[config.mk]
export PLATFORM = sky130hd
export DESIGN_NAME = magnetometer_minmax_calibrator_unit_flat
export DESIGN_NICKNAME = d
export VERILOG_FILES = /design/src/hdl/mmc_pkg.sv /design/src/hdl/mmc_if.sv /design/src/hdl/magnetometer_minmax_calibrator_unit.sv /design/src/hdl/mmc_ctrl.sv /design/src/hdl/mmc_datapath.sv /design/src/flat_wrapper.sv
export SDC_FILE = /design/constraint.sdc
export NUM_CORES = 1
export LEC_CHECK = 0
export BUFFER_PORTS_ARGS = -buffer_cell sky130_fd_sc_hd__buf_2
export CORE_AREA = 8 8 238 240
export DETAILED_ROUTE_END_ITERATION = 7
export DIE_AREA = 0 0 246 248
export GPL_TIMING_DRIVEN = 0
export PLACE_DENSITY_LB_ADDON = 0.12
export SLEW_MARGIN = 20
export SYNTH_ARGS = -nofsm -noshare
export SYNTH_HDL_FRONTEND = slang
export SYNTH_SLANG_ARGS = --single-unit
export TNS_END_PERCENT = 50
[constraint.sdc]
create_clock -name clk -period 5.5 [get_ports clk]
set_input_delay 0.55 -clock clk [delete_from_list [all_inputs] [get_ports clk]]
set_output_delay 0.55 -clock clk [all_outputs]
set_load 0.02 [all_outputs]
[src/hdl/mmc_pkg.sv]
`timescale 1ns / 1ps
`default_nettype none
// ----------------------------------------------------------------------------
// mmc_pkg
// shared types and constants of the magnetometer min/max calibrator
// ----------------------------------------------------------------------------
package mmc_pkg;
  localparam int AxisW = 16;
  localparam int FieldW = 17;
  localparam int OffW = 10;
  localparam int GainW = 16;
  localparam int CntW = 16;
  localparam int SpanW = 10;
  localparam int DivSteps = 24;
  localparam int StepW = 5;
  localparam logic signed [AxisW-1:0] LimitMag = 16'sd400;
  localparam logic signed [AxisW-1:0] MaxReset = -16'sd100;
  localparam logic signed [AxisW-1:0] MinReset = 16'sd100;
  localparam logic signed [OffW-1:0] OffReset = -10'sd1;
  localparam logic [GainW-1:0] GainYReset = 16'd3497;
  localparam logic [GainW-1:0] GainZReset = 16'd3846;
  localparam logic [CntW-1:0] CalReset = 16'd1000;
  localparam logic [GainW-1:0] GainSat = 16'hffff;

  typedef enum logic [2:0] {
    ST_IDLE, ST_UPDATE, ST_DIV_Y, ST_DIV_Z, ST_OUT
  } state_t;

  typedef struct packed {
    logic load;
    logic update;
    logic div_start_y;
    logic div_start_z;
    logic div_step;
    logic store_y;
    logic store_z;
    logic out_load;
  } cmd_t;

  typedef struct packed {
    logic complete;
    logic div_last;
  } stat_t;
endpackage
`default_nettype wire

[src/hdl/mmc_if.sv]
`timescale 1ns / 1ps
`default_nettype none
// ----------------------------------------------------------------------------
// mmc_in_if / mmc_out_if
// valid/ready channels for samples and results
// ----------------------------------------------------------------------------
interface mmc_in_if;
  logic valid;
  logic ready;
  logic signed [15:0] reg_x_word;
  logic signed [15:0] reg_y_word;
  logic signed [15:0] reg_z_word;
  logic start_calibration;
  modport source (output valid, reg_x_word, reg_y_word, reg_z_word, start_calibration,
                  input ready);
  modport sink (input valid, reg_x_word, reg_y_word, reg_z_word, start_calibration,
                output ready);
endinterface

interface mmc_out_if;
  logic valid;
  logic ready;
  logic signed [16:0] field_x;
  logic signed [16:0] field_y;
  logic signed [16:0] field_z;
  logic signed [9:0] offset_x_out;
  logic signed [9:0] offset_y_out;
  logic signed [9:0] offset_z_out;
  logic [15:0] gain_y_out;
  logic [15:0] gain_z_out;
  logic calibrating_out;
  logic calibration_done;
  modport source (output valid, field_x, field_y, field_z, offset_x_out, offset_y_out,
                  offset_z_out, gain_y_out, gain_z_out, calibrating_out,
                  calibration_done, input ready);
  modport sink (input valid, field_x, field_y, field_z, offset_x_out, offset_y_out,
                offset_z_out, gain_y_out, gain_z_out, calibrating_out,
                calibration_done, output ready);
endinterface
`default_nettype wire

[src/hdl/magnetometer_minmax_calibrator_unit.sv]
`timescale 1ns / 1ps
`default_nettype none
// ----------------------------------------------------------------------------
// magnetometer_minmax_calibrator_unit
// hard-iron min/max calibrator with span-ratio gains
// a completing item also runs two 24-step gain divisions before its result is loaded
// a new item is taken only after the previous result has been handed off
// reset: synchronous, restores offsets, gains, bounds and cal_samples
// ----------------------------------------------------------------------------
module magnetometer_minmax_calibrator_unit import mmc_pkg::*; (
  input  wire logic        clk,
  input  wire logic        rst,
  input  wire logic        cfg_we,
  input  wire logic [15:0] cfg_data,
  mmc_in_if.sink           in_ch,
  mmc_out_if.source        out_ch
);
  cmd_t cmd;
  stat_t stat;
  logic out_busy;
  logic signed [FieldW-1:0] res_field [3];
  logic signed [OffW-1:0] res_off [3];
  logic [GainW-1:0] res_gain_y, res_gain_z;
  logic res_cal, res_done;

  assign out_busy = out_ch.valid && !out_ch.ready;

  mmc_ctrl u_ctrl (
    .clk(clk), .rst(rst), .in_valid(in_ch.valid), .in_ready(in_ch.ready),
    .out_busy(out_busy), .stat(stat), .cmd(cmd)
  );

  mmc_datapath u_dp (
    .clk(clk), .rst(rst), .cmd(cmd), .stat(stat), .cfg_we(cfg_we), .cfg_data(cfg_data),
    .in_x(in_ch.reg_x_word), .in_y(in_ch.reg_y_word), .in_z(in_ch.reg_z_word),
    .in_start(in_ch.start_calibration), .res_field(res_field), .res_off(res_off),
    .res_gain_y(res_gain_y), .res_gain_z(res_gain_z), .res_cal(res_cal),
    .res_done(res_done)
  );

  // output register
  always_ff @(posedge clk) begin
    if (rst) begin
      out_ch.valid <= 1'b0;
    end else if (cmd.out_load) begin
      out_ch.valid <= 1'b1;
    end else if (out_ch.ready) begin
      out_ch.valid <= 1'b0;
    end
  end

  always_ff @(posedge clk) begin
    if (cmd.out_load) begin
      out_ch.field_x <= res_field[0];
      out_ch.field_y <= res_field[1];
      out_ch.field_z <= res_field[2];
      out_ch.offset_x_out <= res_off[0];
      out_ch.offset_y_out <= res_off[1];
      out_ch.offset_z_out <= res_off[2];
      out_ch.gain_y_out <= res_gain_y;
      out_ch.gain_z_out <= res_gain_z;
      out_ch.calibrating_out <= res_cal;
      out_ch.calibration_done <= res_done;
    end
  end

  a_no_accept_busy: assert property (@(posedge clk) disable iff (rst)
    in_ch.ready |-> !cmd.div_step) else $error("item taken during division");
  a_done_clears: assert property (@(posedge clk) disable iff (rst)
    (out_ch.valid && out_ch.calibration_done) |-> !out_ch.calibrating_out)
    else $error("done while calibrating");
  a_store_once: assert property (@(posedge clk) disable iff (rst)
    !(cmd.store_y && cmd.store_z)) else $error("both gains stored at once");
endmodule
`default_nettype wire

[src/hdl/mmc_ctrl.sv]
`timescale 1ns / 1ps
`default_nettype none
// ----------------------------------------------------------------------------
// mmc_ctrl
// sequencer: accept, update, two gain divisions on a completing item, result hand-off
// ----------------------------------------------------------------------------
module mmc_ctrl import mmc_pkg::*; (
  input  wire logic  clk,
  input  wire logic  rst,
  input  wire logic  in_valid,
  output logic       in_ready,
  input  wire logic  out_busy,
  input  wire stat_t stat,
  output cmd_t       cmd
);
  state_t state, state_next;

  always_ff @(posedge clk) begin
    if (rst) begin
      state <= ST_IDLE;
    end else begin
      state <= state_next;
    end
  end

  always_comb begin
    state_next = state;
    case (state)
      ST_IDLE: begin
        if (in_valid) state_next = ST_UPDATE;
      end
      ST_UPDATE: begin
        state_next = stat.complete ? ST_DIV_Y : ST_OUT;
      end
      ST_DIV_Y: begin
        if (stat.div_last) state_next = ST_DIV_Z;
      end
      ST_DIV_Z: begin
        if (stat.div_last) state_next = ST_OUT;
      end
      ST_OUT: begin
        if (!out_busy) state_next = ST_IDLE;
      end
      default: state_next = ST_IDLE;
    endcase
  end

  always_comb begin
    cmd = '0;
    in_ready = 1'b0;
    case (state)
      ST_IDLE: begin
        in_ready = 1'b1;
        cmd.load = in_valid;
      end
      ST_UPDATE: begin
        cmd.update = 1'b1;
        cmd.div_start_y = stat.complete;
      end
      ST_DIV_Y: begin
        cmd.div_step = 1'b1;
        cmd.store_y = stat.div_last;
        cmd.div_start_z = stat.div_last;
      end
      ST_DIV_Z: begin
        cmd.div_step = 1'b1;
        cmd.store_z = stat.div_last;
      end
      ST_OUT: begin
        cmd.out_load = !out_busy;
      end
      default: cmd = '0;
    endcase
  end
endmodule
`default_nettype wire

[src/hdl/mmc_datapath.sv]
`timescale 1ns / 1ps
`default_nettype none
// ----------------------------------------------------------------------------
// mmc_datapath
// axis remap, min/max tracking, offsets and restoring gain divider
// ----------------------------------------------------------------------------
module mmc_datapath import mmc_pkg::*; (
  input  wire logic                     clk,
  input  wire logic                     rst,
  input  wire cmd_t                     cmd,
  output stat_t                         stat,
  input  wire logic                     cfg_we,
  input  wire logic [CntW-1:0]          cfg_data,
  input  wire logic signed [AxisW-1:0]  in_x,
  input  wire logic signed [AxisW-1:0]  in_y,
  input  wire logic signed [AxisW-1:0]  in_z,
  input  wire logic                     in_start,
  output logic signed [FieldW-1:0]      res_field [3],
  output logic signed [OffW-1:0]        res_off [3],
  output logic [GainW-1:0]              res_gain_y,
  output logic [GainW-1:0]              res_gain_z,
  output logic                          res_cal,
  output logic                          res_done
);
  logic [CntW-1:0] cal_samples;
  logic signed [AxisW-1:0] axis [3];
  logic signed [AxisW-1:0] axis_max [3];
  logic signed [AxisW-1:0] axis_min [3];
  logic signed [AxisW-1:0] max_next [3];
  logic signed [AxisW-1:0] min_next [3];
  logic signed [OffW-1:0] axis_offset [3];
  logic [GainW-1:0] gain_y, gain_z;
  logic [CntW-1:0] counter;
  logic calibrating, cal_eff, in_range, done;
  logic start_r;
  logic signed [FieldW-1:0] field [3];
  logic [SpanW-1:0] span [3];
  logic signed [AxisW:0] sum [3];
  // divider
  logic [SpanW-1:0] div_den;
  logic div_zero;
  logic [DivSteps-1:0] div_num;
  logic [SpanW:0] div_rem;
  logic [DivSteps-1:0] div_q;
  logic [StepW-1:0] div_cnt;
  logic [SpanW+1:0] rem_shift;
  logic [SpanW+1:0] rem_sub;
  logic [DivSteps-1:0] q_fin;
  logic [GainW-1:0] gain_res;
  logic [DivSteps:0] q_round;

  assign cal_eff = calibrating | start_r;
  assign stat.div_last = (div_cnt == StepW'(DivSteps - 1));

  always_comb begin
    in_range = 1'b1;
    for (int i = 0; i < 3; i++) begin
      if (axis[i] >= LimitMag || axis[i] <= -LimitMag) in_range = 1'b0;
      max_next[i] = (axis[i] > axis_max[i]) ? axis[i] : axis_max[i];
      min_next[i] = (axis[i] < axis_min[i]) ? axis[i] : axis_min[i];
      sum[i] = {max_next[i][AxisW-1], max_next[i]} + {min_next[i][AxisW-1], min_next[i]};
      span[i] = SpanW'(max_next[i] - min_next[i]);
    end
  end

  assign stat.complete = cal_eff && in_range && (counter == cal_samples);

  always_comb begin
    rem_shift = {div_rem, div_num[DivSteps-1]};
    rem_sub = rem_shift - {2'b00, div_den};
    q_fin = {div_q[DivSteps-2:0], !rem_sub[SpanW+1]};
    q_round = {1'b0, q_fin} + 1'b1;
    if (div_zero || q_round[DivSteps:1] > {{(DivSteps-GainW){1'b0}}, GainSat}) begin
      gain_res = GainSat;
    end else begin
      gain_res = GainW'(q_round[DivSteps:1]);
    end
  end

  always_ff @(posedge clk) begin
    if (rst) begin
      cal_samples <= CalReset;
      gain_y <= GainYReset;
      gain_z <= GainZReset;
      counter <= '0;
      calibrating <= 1'b0;
      done <= 1'b0;
      start_r <= 1'b0;
      div_cnt <= '0;
      for (int i = 0; i < 3; i++) begin
        axis_max[i] <= MaxReset;
        axis_min[i] <= MinReset;
        axis_offset[i] <= OffReset;
      end
    end else begin
      if (cfg_we) cal_samples <= cfg_data;
      if (cmd.load) begin
        axis[0] <= in_y;
        axis[1] <= in_x;
        axis[2] <= -in_z;
        start_r <= in_start;
        done <= 1'b0;
      end
      if (cmd.update) begin
        for (int i = 0; i < 3; i++) begin
          field[i] <= FieldW'(axis[i]) - FieldW'(axis_offset[i]);
        end
        if (cal_eff) begin
          counter <= stat.complete ? CntW'(1) : counter + 1'b1;
          calibrating <= !stat.complete;
          if (in_range) begin
            for (int i = 0; i < 3; i++) begin
              axis_max[i] <= max_next[i];
              axis_min[i] <= min_next[i];
            end
          end
          if (stat.complete) begin
            done <= 1'b1;
            for (int i = 0; i < 3; i++) begin
              axis_offset[i] <= OffW'(sum[i] / 2);
            end
          end
        end
      end
      if (cmd.div_start_y || cmd.div_start_z) begin
        div_num <= DivSteps'({span[0], 13'd0}) ;
        div_rem <= '0;
        div_q <= '0;
        div_cnt <= '0;
        div_den <= cmd.div_start_y ? span[1] : span[2];
        div_zero <= cmd.div_start_y ? (span[1] == '0) : (span[2] == '0);
      end else if (cmd.div_step) begin
        div_num <= {div_num[DivSteps-2:0], 1'b0};
        div_cnt <= div_cnt + 1'b1;
        if (!rem_sub[SpanW+1]) begin
          div_rem <= rem_sub[SpanW:0];
          div_q <= {div_q[DivSteps-2:0], 1'b1};
        end else begin
          div_rem <= rem_shift[SpanW:0];
          div_q <= {div_q[DivSteps-2:0], 1'b0};
        end
      end
      if (cmd.store_y) gain_y <= gain_res;
      if (cmd.store_z) gain_z <= gain_res;
    end
  end

  // the quotient shown to gain_res includes the bit of the current step, so store uses
  // the combinational result of the last step
  always_comb begin
    for (int i = 0; i < 3; i++) begin
      res_field[i] = field[i];
      res_off[i] = axis_offset[i];
    end
    res_gain_y = gain_y;
    res_gain_z = gain_z;
    res_cal = calibrating;
    res_done = done;
  end
endmodule
`default_nettype wire

[src/flat_wrapper.sv]
// flat-port wrapper written by rule: the top's interface ports become plain ports
module magnetometer_minmax_calibrator_unit_flat import mmc_pkg::*;
  (clk, rst, cfg_we, cfg_data, in_ch_valid, in_ch_reg_x_word, in_ch_reg_y_word, in_ch_reg_z_word, in_ch_start_calibration, in_ch_ready, out_ch_valid, out_ch_field_x, out_ch_field_y, out_ch_field_z, out_ch_offset_x_out, out_ch_offset_y_out, out_ch_offset_z_out, out_ch_gain_y_out, out_ch_gain_z_out, out_ch_calibrating_out, out_ch_calibration_done, out_ch_ready);
  mmc_in_if in_ch_i ();
  mmc_out_if out_ch_i ();
  input  wire logic clk;
  input  wire logic rst;
  input  wire logic cfg_we;
  input  wire logic [15:0] cfg_data;
  input wire logic [$bits(in_ch_i.valid)-1:0] in_ch_valid;
  input wire logic [$bits(in_ch_i.reg_x_word)-1:0] in_ch_reg_x_word;
  input wire logic [$bits(in_ch_i.reg_y_word)-1:0] in_ch_reg_y_word;
  input wire logic [$bits(in_ch_i.reg_z_word)-1:0] in_ch_reg_z_word;
  input wire logic [$bits(in_ch_i.start_calibration)-1:0] in_ch_start_calibration;
  output wire logic [$bits(in_ch_i.ready)-1:0] in_ch_ready;
  output wire logic [$bits(out_ch_i.valid)-1:0] out_ch_valid;
  output wire logic [$bits(out_ch_i.field_x)-1:0] out_ch_field_x;
  output wire logic [$bits(out_ch_i.field_y)-1:0] out_ch_field_y;
  output wire logic [$bits(out_ch_i.field_z)-1:0] out_ch_field_z;
  output wire logic [$bits(out_ch_i.offset_x_out)-1:0] out_ch_offset_x_out;
  output wire logic [$bits(out_ch_i.offset_y_out)-1:0] out_ch_offset_y_out;
  output wire logic [$bits(out_ch_i.offset_z_out)-1:0] out_ch_offset_z_out;
  output wire logic [$bits(out_ch_i.gain_y_out)-1:0] out_ch_gain_y_out;
  output wire logic [$bits(out_ch_i.gain_z_out)-1:0] out_ch_gain_z_out;
  output wire logic [$bits(out_ch_i.calibrating_out)-1:0] out_ch_calibrating_out;
  output wire logic [$bits(out_ch_i.calibration_done)-1:0] out_ch_calibration_done;
  input wire logic [$bits(out_ch_i.ready)-1:0] out_ch_ready;
  assign in_ch_i.valid = in_ch_valid;
  assign in_ch_i.reg_x_word = in_ch_reg_x_word;
  assign in_ch_i.reg_y_word = in_ch_reg_y_word;
  assign in_ch_i.reg_z_word = in_ch_reg_z_word;
  assign in_ch_i.start_calibration = in_ch_start_calibration;
  assign in_ch_ready = in_ch_i.ready;
  assign out_ch_valid = out_ch_i.valid;
  assign out_ch_field_x = out_ch_i.field_x;
  assign out_ch_field_y = out_ch_i.field_y;
  assign out_ch_field_z = out_ch_i.field_z;
  assign out_ch_offset_x_out = out_ch_i.offset_x_out;
  assign out_ch_offset_y_out = out_ch_i.offset_y_out;
  assign out_ch_offset_z_out = out_ch_i.offset_z_out;
  assign out_ch_gain_y_out = out_ch_i.gain_y_out;
  assign out_ch_gain_z_out = out_ch_i.gain_z_out;
  assign out_ch_calibrating_out = out_ch_i.calibrating_out;
  assign out_ch_calibration_done = out_ch_i.calibration_done;
  assign out_ch_i.ready = out_ch_ready;
  magnetometer_minmax_calibrator_unit u_core (.clk(clk), .rst(rst), .cfg_we(cfg_we), .cfg_data(cfg_data), .in_ch(in_ch_i), .out_ch(out_ch_i));
endmodule
==> results.txt, run 1 <==
After filler insertion, the fill cell instance count of the layout stands at 4340. Among all stages on the critical path, the largest delay is contributed by edfxtp_1. For this run, the number of Yosys warnings is 0. The antenna cell count was 0; the number of maximum-capacitance violations was 0. The via density per instance was 5.52. For the register area share after synthesis, the log shows 50.3%. In this run the cell area of the synthesized design comes to 0.0267 mm². Clock latency on the worst-skew pair, taken at its later pin, is 610 ps. The run gives 19700 as the number of global-route vias before repair. The tools report the remaining max-slew budget at the tightest pin as 40.7%. Final count of pins violating max slew: 0. The total area inside the core boundary comes to 0.0531 mm².

Synthesis inferred 472 register bits. The synthesized design contains 396 enable-type register cells. The worst setup path is launched from a flop.

Setup repair after global routing could not meet its margin everywhere. Average wire length per cell after detail routing: 18.8 µm. Data arrives at the worst endpoint at 5960 ps. Synthesis produced 2478 cells. The run gives 0 as the number of hold violations in the final report. Before antenna repair, the detailed router went through 8 iterations. The number of cells on the worst hold path is 1, and the aggregate routed wire length is 67600 µm.

The remaining design rule violation count is 0. At the pin with the least slew margin, the transition time is 890 ps. For the count of clock tree sinks, the log shows 472. The multi-input combinational cells in the finished layout cover a total of 0.0129 mm². The longest clock path from root to sink contains 3 buffers. The floorplan step set the die width to 246 µm.

The async set-or-reset flop fraction in the synthesized netlist works out to 0%. Pin count of the biggest net entering global routing: 46. For the maximum ir drop on the vdd rail, the log shows 0.241 mV. Height of the die: 248 µm. The count of buffers from port buffering is 185, and the floorplan row count is 85. Initial antenna violation count: 0.

The mean post-synth cell area is 10.8 µm². The worst hold slack is 107 ps. In this run the remaining antenna-violating nets after routing total 0.

Class of the worst hold path: in -> reg. The sum of net half-perimeters after detailed placement is 48300 µm, and the static leakage power is 13.3 nW. The cell count after placement is 3370, and the sequential cell area in the final layout is 0.0134 mm². The TritonCTS buffer count was 52. The largest single stage delay on the critical path is 480 ps.

Final weighted congestion of routability-driven global placement: 0.898. The detailed router finished its first iteration with 1127 violations. At the end of the flow, the number of nets in the layout was 3177.

The layout overhead on the synthesized area is 21.6%, and the overall fraction of global-route tracks in use is 21.4%. The floorplan step defined a die boundary enclosing 0.0610 mm². The final reports fail on negative setup slack. Measured in cells, the most critical reg-to-reg path has a length of 30.

Across all layers, the routed design uses 19900 vias. In the final layout, the share of cells above drive strength 1 is 20.8%. Counting every net in the synthesized netlist gives 2794.

Yosys mapped the design onto 71 distinct sky130hd cell types. For the final standard cell utilization of the core, the log shows 61.1%. The tools report the final instance count without filler cells as 3600.

The origin of the worst min-delay path is in_ch_reg_y_word[10]. The worst setup path startpoint is u_core.u_dp.axis[0][21]. After clock tree synthesis, the clock-pin slew on the worst setup and hold paths is 60 ps. The run finished, with violations left.

The highest net fanout along the worst path was 6. After global routing the overflow that remains totals 0. The most used flip-flop cell after synthesis is edfxtp_1.

Type of the worst setup path: reg -> reg. In this run the power density over the cells is 276 mW/mm². The smallest clock period supported by the final layout is computed as 5630 ps. Based on the critical path, the design can be clocked at up to 0.178 GHz. Type of element capturing the critical path: a flop. The tools report the clock root buffer master as clkbuf_16.

For this configuration, the core starts out at a cell density of 50.2%. Setup violations remaining at the end of the flow were counted as 12. The final critical path takes up 102% of the cycle.

The worst register-to-register path begins at u_core.u_dp.axis[0][21]. The H-tree generated during clock tree synthesis spans 2 levels. The clock tree skew after final layout is 32.7 ps. The critical path required time is 5830 ps, and the wire length of the first global-routing pass is 104000 µm. For the worst-case setup margin in the final layout, the log shows -130 ps. The run gives 187 as the number of top-level pins. The most used cell along the critical path is buf_4. TritonCTS built the clock tree.
## through the flow
step,worst slack [ps],TNS [ps],cell area (µm²),power (mW)
after global routing,-386,-4560,32400,9.29
after CTS,-122,-641,32000,8.96
after floorplan,-401,-2780,26700,4.93
after detailed placement,-2300,-54390,28700,5.28
final,-130,-623,32400,8.94
after global placement,-2220,-128980,28500,5.25
## per-layer routing
layer	GRT usage [%]	vias up	wire length (µm)	share of wire [%]
met5	0	-	0	0
met4	7.44	0	2140	3.2
met3	3.03	135	3080	4.5
met2	37.1	482	33400	49
met1	27.0	9602	29000	43
li1	-	9658	-	-
## worst paths after layout
path	end	slack (ps)
hold reg to reg	out_ch_field_z[2]	400
hold / removal	u_core.u_dp.axis[0][10]	110
setup / recovery	u_core.u_dp.axis_offset[0][19]	-130
setup reg to reg	u_core.u_dp.axis_offset[0][19]	-130
## cell usage after synthesis, types with 5 or more instances
master | instances | area share, %
edfxtp_1 | 396 | 45
inv_1 | 249 | 3.5
ha_1 | 238 | 11
nor2_1 | 220 | 3.1
nand2_1 | 150 | 2.1
o21ai_0 | 119 | 2.2
a21oi_1 | 107 | 2.0
xnor2_1 | 99 | 3.3
dfxtp_1 | 76 | 5.7
clkbuf_1 | 65 | 0.92
mux2i_1 | 61 | 2.3
nand2b_1 | 57 | 1.3
nor3_1 | 56 | 1.1
and2_1 | 52 | 1.2
xor2_1 | 52 | 1.7
and3_1 | 46 | 1.1
a31oi_1 | 45 | 1.1
mux2_2 | 44 | 1.9
nand3_1 | 43 | 0.81
nand4_1 | 39 | 0.92
a21o_1 | 32 | 0.90
a21boi_0 | 24 | 0.68
nor2b_1 | 23 | 0.54
o21bai_1 | 19 | 0.53
nor4_1 | 16 | 0.38
o21a_1 | 13 | 0.37
and4_1 | 12 | 0.39
a211oi_1 | 9 | 0.25
o211ai_1 | 9 | 0.25
or3_1 | 9 | 0.21
fa_1 | 8 | 0.60
a2111oi_0 | 5 | 0.16
a211o_1 | 5 | 0.16
a41oi_1 | 5 | 0.16
o2111ai_1 | 5 | 0.16
o311ai_0 | 5 | 0.16
or2_2 | 5 | 0.12
## critical path: cells and delay by family, from the launching register on
kind	cells	cell delay, ps
xor gates and xnor gates	1	130
DFF	1	480
AOI/OAI and AO/OA	9	1350
buffers and inverters	13	1700
muxes	1	340
and+or+nand+nor	4	700
adders and majority gates	2	650
## final cells by class
cell class / instances / share of cell area, %
Sequential cell: 472 / 41.4
Tap cell: 696 / 2.69
Multi-Input combinational cell: 1690 / 39.7
Clock inverter: 25 / 0.760
Clock buffer: 72 / 4.50
Timing Repair Buffer: 334 / 6.91
Inverter: 249 / 2.88
Buffer: 62 / 1.17
## cell families after synthesis
kind of cell	share of synthesized area, %
xor+xnor	4.96
compound gates	10.2
fa+ha+maj	11.8
buf+inv	4.48
simple gates	14.0
mux	4.27
flops	50.3
## sequential cells by signal, summed over array words and instances (netlist names), 11 cells and up
signal and count:
u_core.u_dp.axis_min 48, u_core.u_dp.axis 48, u_core.u_dp.cal_samples 16, out_ch_field_y 17
out_ch_field_z 17, out_ch_field_x 17, u_core.u_dp.div_num 11, u_core.u_dp.div_rem 11
u_core.u_dp.div_q 23, u_core.u_dp.res_gain_z 16, u_core.u_dp.axis_max 48, u_core.u_dp.counter 16
u_core.out_ch.gain_z_out 16, u_core.u_dp.field 51, u_core.out_ch.gain_y_out 16, u_core.u_dp.res_gain_y 16
u_core.u_dp.axis_offset 30
## layout by cell type, fill, tap and decap left out, types with 39 or more instances in the layout
cell type | Yosys | final
edfxtp_1 | 396 | 396
inv_1 | 249 | 241
ha_1 | 238 | 210
nor2_1 | 220 | 208
buf_2 | 1 | 187
nand2_1 | 150 | 148
buf_4 | 0 | 131
xnor2_1 | 99 | 99
o21ai_0 | 119 | 97
a21oi_1 | 107 | 89
dfxtp_1 | 76 | 76
clkbuf_1 | 65 | 57
clkbuf_16 | 0 | 57
nand2b_1 | 57 | 57
nor3_1 | 56 | 53
and2_1 | 52 | 52
xor2_1 | 52 | 52
mux2i_1 | 61 | 51
and3_1 | 46 | 42
mux2_2 | 44 | 42
a31oi_1 | 45 | 42
nand3_1 | 43 | 41
nand4_1 | 39 | 39
## repair_timing
action                                 4_1_cts  5_1_grt
endpoints found under the hold margin        0        0
setup buffers                              119       19
resized for setup                          166       62
pin swaps                                   61       39
hold buffers                                 0        0
setup endpoints to repair                   67       58
## power breakdown
part	internal [mW]	leakage, nW	total [mW]	switching, mW
Clock	2.00	0.832	3.46	1.45
Combinational	0.620	8.38	1.45	0.833
Sequential	3.97	4.09	4.03	0.0537
No activity file was read; power rests on OpenSTA's default activity.
==> run 2, diff against run 1 <==
--- a/config.mk
+++ b/config.mk
@@ -11,6 +11,7 @@
 export DIE_AREA = 0 0 246 248
 export GPL_TIMING_DRIVEN = 0
 export PLACE_DENSITY_LB_ADDON = 0.12
+export SETUP_SLACK_MARGIN = 0.2
 export SLEW_MARGIN = 20
 export SYNTH_ARGS = -nofsm -noshare
 export SYNTH_HDL_FRONTEND = slang
==> run 2 against run 1 <==
The run still ends with negative setup slack left. Via count up 0.44%. Critical path depth is the same. Maximum frequency hardly changed. Flip-flop and latch count is the same. Critical path type unchanged. Largest cell class unchanged. Largest power group unchanged.
==> results.txt, run 2 (synthesis results as in run 1) <==
The run finished, with violations left. The final reports fail on negative setup slack. The worst-margin pin slew was 909 ps; the overall fraction of global-route tracks in use was 21.5%. The run gives 0.0610 mm² as the area of the die. For the final count of pins violating max slew, the log shows 0.

The root buffer cell chosen for the clock tree is clkbuf_16. The most used cell along the critical path was buf_4. In the final timing run, aggregate negative setup slack is -610 ps.

The deepest level of the CTS H-tree is 2, and the register-to-register setup slack is -130 ps. The final layout contains 3195 nets. The aggregate routed wire length came out at 68400 µm. The die is 248 µm tall. The shortest clock period the worst path allows after layout came out at 5630 ps. Number of global-route vias before repair: 19900. The worst setup path is launched from a flop. u_core.u_dp.field holds more flip-flops than any other register.

The tools report the floorplan row count as 85. The initial core utilization was 50.2%; the number of inserted filler cells in the final layout was 4323. For the number of hold violations in the final report, the log shows 0. Count of clock tree sinks: 472.

The logs give 5830 ps for the critical path required time and 0.898 for the final weighted congestion of routability-driven global placement. The most critical setup path has its startpoint at u_core.u_dp.axis[0][21]. The count of endpoints failing setup in the final report was 11; the initial antenna violation count was 0. In the routed design, unresolved DRC markers number 0.

Detailed placement ended at an HPWL of 48300 µm. Based on the critical path, the design can be clocked at up to 0.178 GHz. TritonCTS built the clock tree.

The register with the most flip-flops in the layout has 51 of them. The layout overhead on the synthesized area is 22.6%. Fraction of layout instances using a drive strength above 1: 21.9%.

Dividing the detail-routed wire length by the instance count gives 18.9 µm. The top cell types in the final layout, fill and taps aside, are 396 x edfxtp_1, 238 x inv_1, 212 x ha_1. Setup repair after global routing could not meet its margin everywhere. The later pin in the worst-skew pair is clocked with a latency of 620 ps. Hold repair after CTS inserted 0 buffers.

The endpoint identified for the worst register-to-register timing path is u_core.u_dp.axis_offset[0][18]. In this run the power density over the cells is 275 mW/mm². The clock tree skew after final layout was 34.8 ps; the maximum ir drop on the vdd rail was 0.242 mV. For this design the top-level I/O count stands at 187. The repair_antennas step left the layout with diodes totalling 0. For this design, the slowest cell found on the critical path is edfxtp_1. The final critical path takes up 102% of the cycle.

Dividing the detail-routed via count by the number of cells gives 5.52. The pre-antenna-repair detailed-routing pass consisted of 5 iterations. The tool flagged a number of max-cap violations equal to 0. The run gives 39.4% as the remaining max-slew budget at the tightest pin.

The worst hold path begins at in_ch_reg_x_word[12]. At the worst endpoint, the arrival time is 5960 ps. By startpoint and endpoint, the worst setup path is classified as reg -> reg. The floorplan step defined a core boundary enclosing 0.0531 mm². The analysis attributes to cell leakage a power of 13.4 nW. Worst hold slack: 103 ps. The count of buffers from port buffering was 185; the remaining number of nets flagged by the antenna check after routing was 0.

The count of cells in the finished layout, fillers not included, comes to 3618. For hold timing, the worst endpoint is u_core.u_dp.axis[0][28]. The clock passes through at most 3 buffers.

Class of the worst hold path: in -> reg. Leaving out fill and tap cells, the most frequent cell in the layout is edfxtp_1. The floorplan step set the die width to 246 µm. The run gives -129 ps as the worst-case setup margin in the final layout. STA classifies the critical path endpoint as a flop.

In this run, the number of DRC markers left after iteration 0 of detailed routing was 1214. The via count was 20000. For the overflow left after global routing, the log shows 0.

Once placement completed, the tool counted placed cells totaling 3370. TritonCTS buffer count: 52. The first global-routing pass estimated 105000 µm of wire.

Entering global routing, the biggest net connects 46 pins. The clock-pin slew reported for the worst setup and hold paths after clock tree synthesis is 60 ps. The logic depth of the worst register-to-register path works out to 30. The number of cells on the worst hold path was 1.

The reg-to-reg startpoint is u_core.u_dp.axis[0][21]. The largest single stage delay on the critical path is 510 ps. Of all nets on the critical path, the largest fanout is 6.
-- run 2: worst max-delay path by stage --
stage | cells past startpoint | slack [ps] | end
4_1_cts | 31 | -120 | u_core.u_dp.axis_offset[0][19]
3_3_place_gp | 29 | -2220 | u_core.u_dp.axis_offset[0][28]
5_1_grt | 28 | -380 | u_core.u_dp.axis_offset[0][18]
3_5_place_dp | 28 | -2300 | u_core.u_dp.axis_offset[0][29]
2_1_floorplan | 29 | -400 | u_core.u_dp.axis_offset[0][28]
6_report | 30 | -130 | u_core.u_dp.axis_offset[0][18]
-- run 2: cell type report --
| class | count | area [µm²] | share of cell area, % |
|---|---|---|---|
| flip-flops and latches | 472 | 13400 | 41.0 |
| multi-input cells | 1690 | 13000 | 39.7 |
| repair buffers | 348 | 2360 | 7.21 |
| clock buffers | 72 | 1460 | 4.46 |
| inverters | 249 | 935 | 2.86 |
| well taps | 696 | 871 | 2.66 |
| plain buffers | 66 | 433 | 1.32 |
| clock inverters | 25 | 246 | 0.754 |
-- run 2: power by group --
group / total (mW) / switching [mW] / internal, mW
Sequential: 4.03 / 0.0544 / 3.97
Combinational: 1.49 / 0.853 / 0.638
Clock: 3.46 / 1.46 / 2.00
Total: 8.98 / 2.37 / 6.61
-- run 2: metal layers --
layer / global-route usage (%) / wire length, µm / up-vias
met3: 3.18 / 3280 / 142
met2: 37.1 / 33600 / 484
met4: 7.91 / 2280 / 0
met1: 27.2 / 29200 / 9640
li1: - / - / 9699
met5: 0 / 0 / -
-- run 2: timing repair --
item | 4_1_cts | 5_1_grt
gates resized for setup | 188 | 75
endpoints found under the setup margin | 71 | 59
gates cloned | 1 | 0
buffers inserted | 129 | 22
pin swaps | 66 | 52
-- run 2: metrics by stage --
stage                     setup slack, ps  total power, mW  utilization (%)  area (µm²)
after floorplan                      -401             4.93                -       26700
after global placement              -2220             5.25             53.6       28500
final                                -129             8.98             61.6       32700
after detailed placement            -2300             5.28             54.2       28700
after CTS                            -121             8.99             60.7       32200
after global routing                 -381             9.33             61.6       32700
-- run 2: worst max-delay path: cells and delay by family (launching register included) --
kind            cells  cell delay (ps)
flops               1              510
buf+inv            10             1270
fa+ha+maj           2              730
compound gates     10             1140
simple gates        8             1680
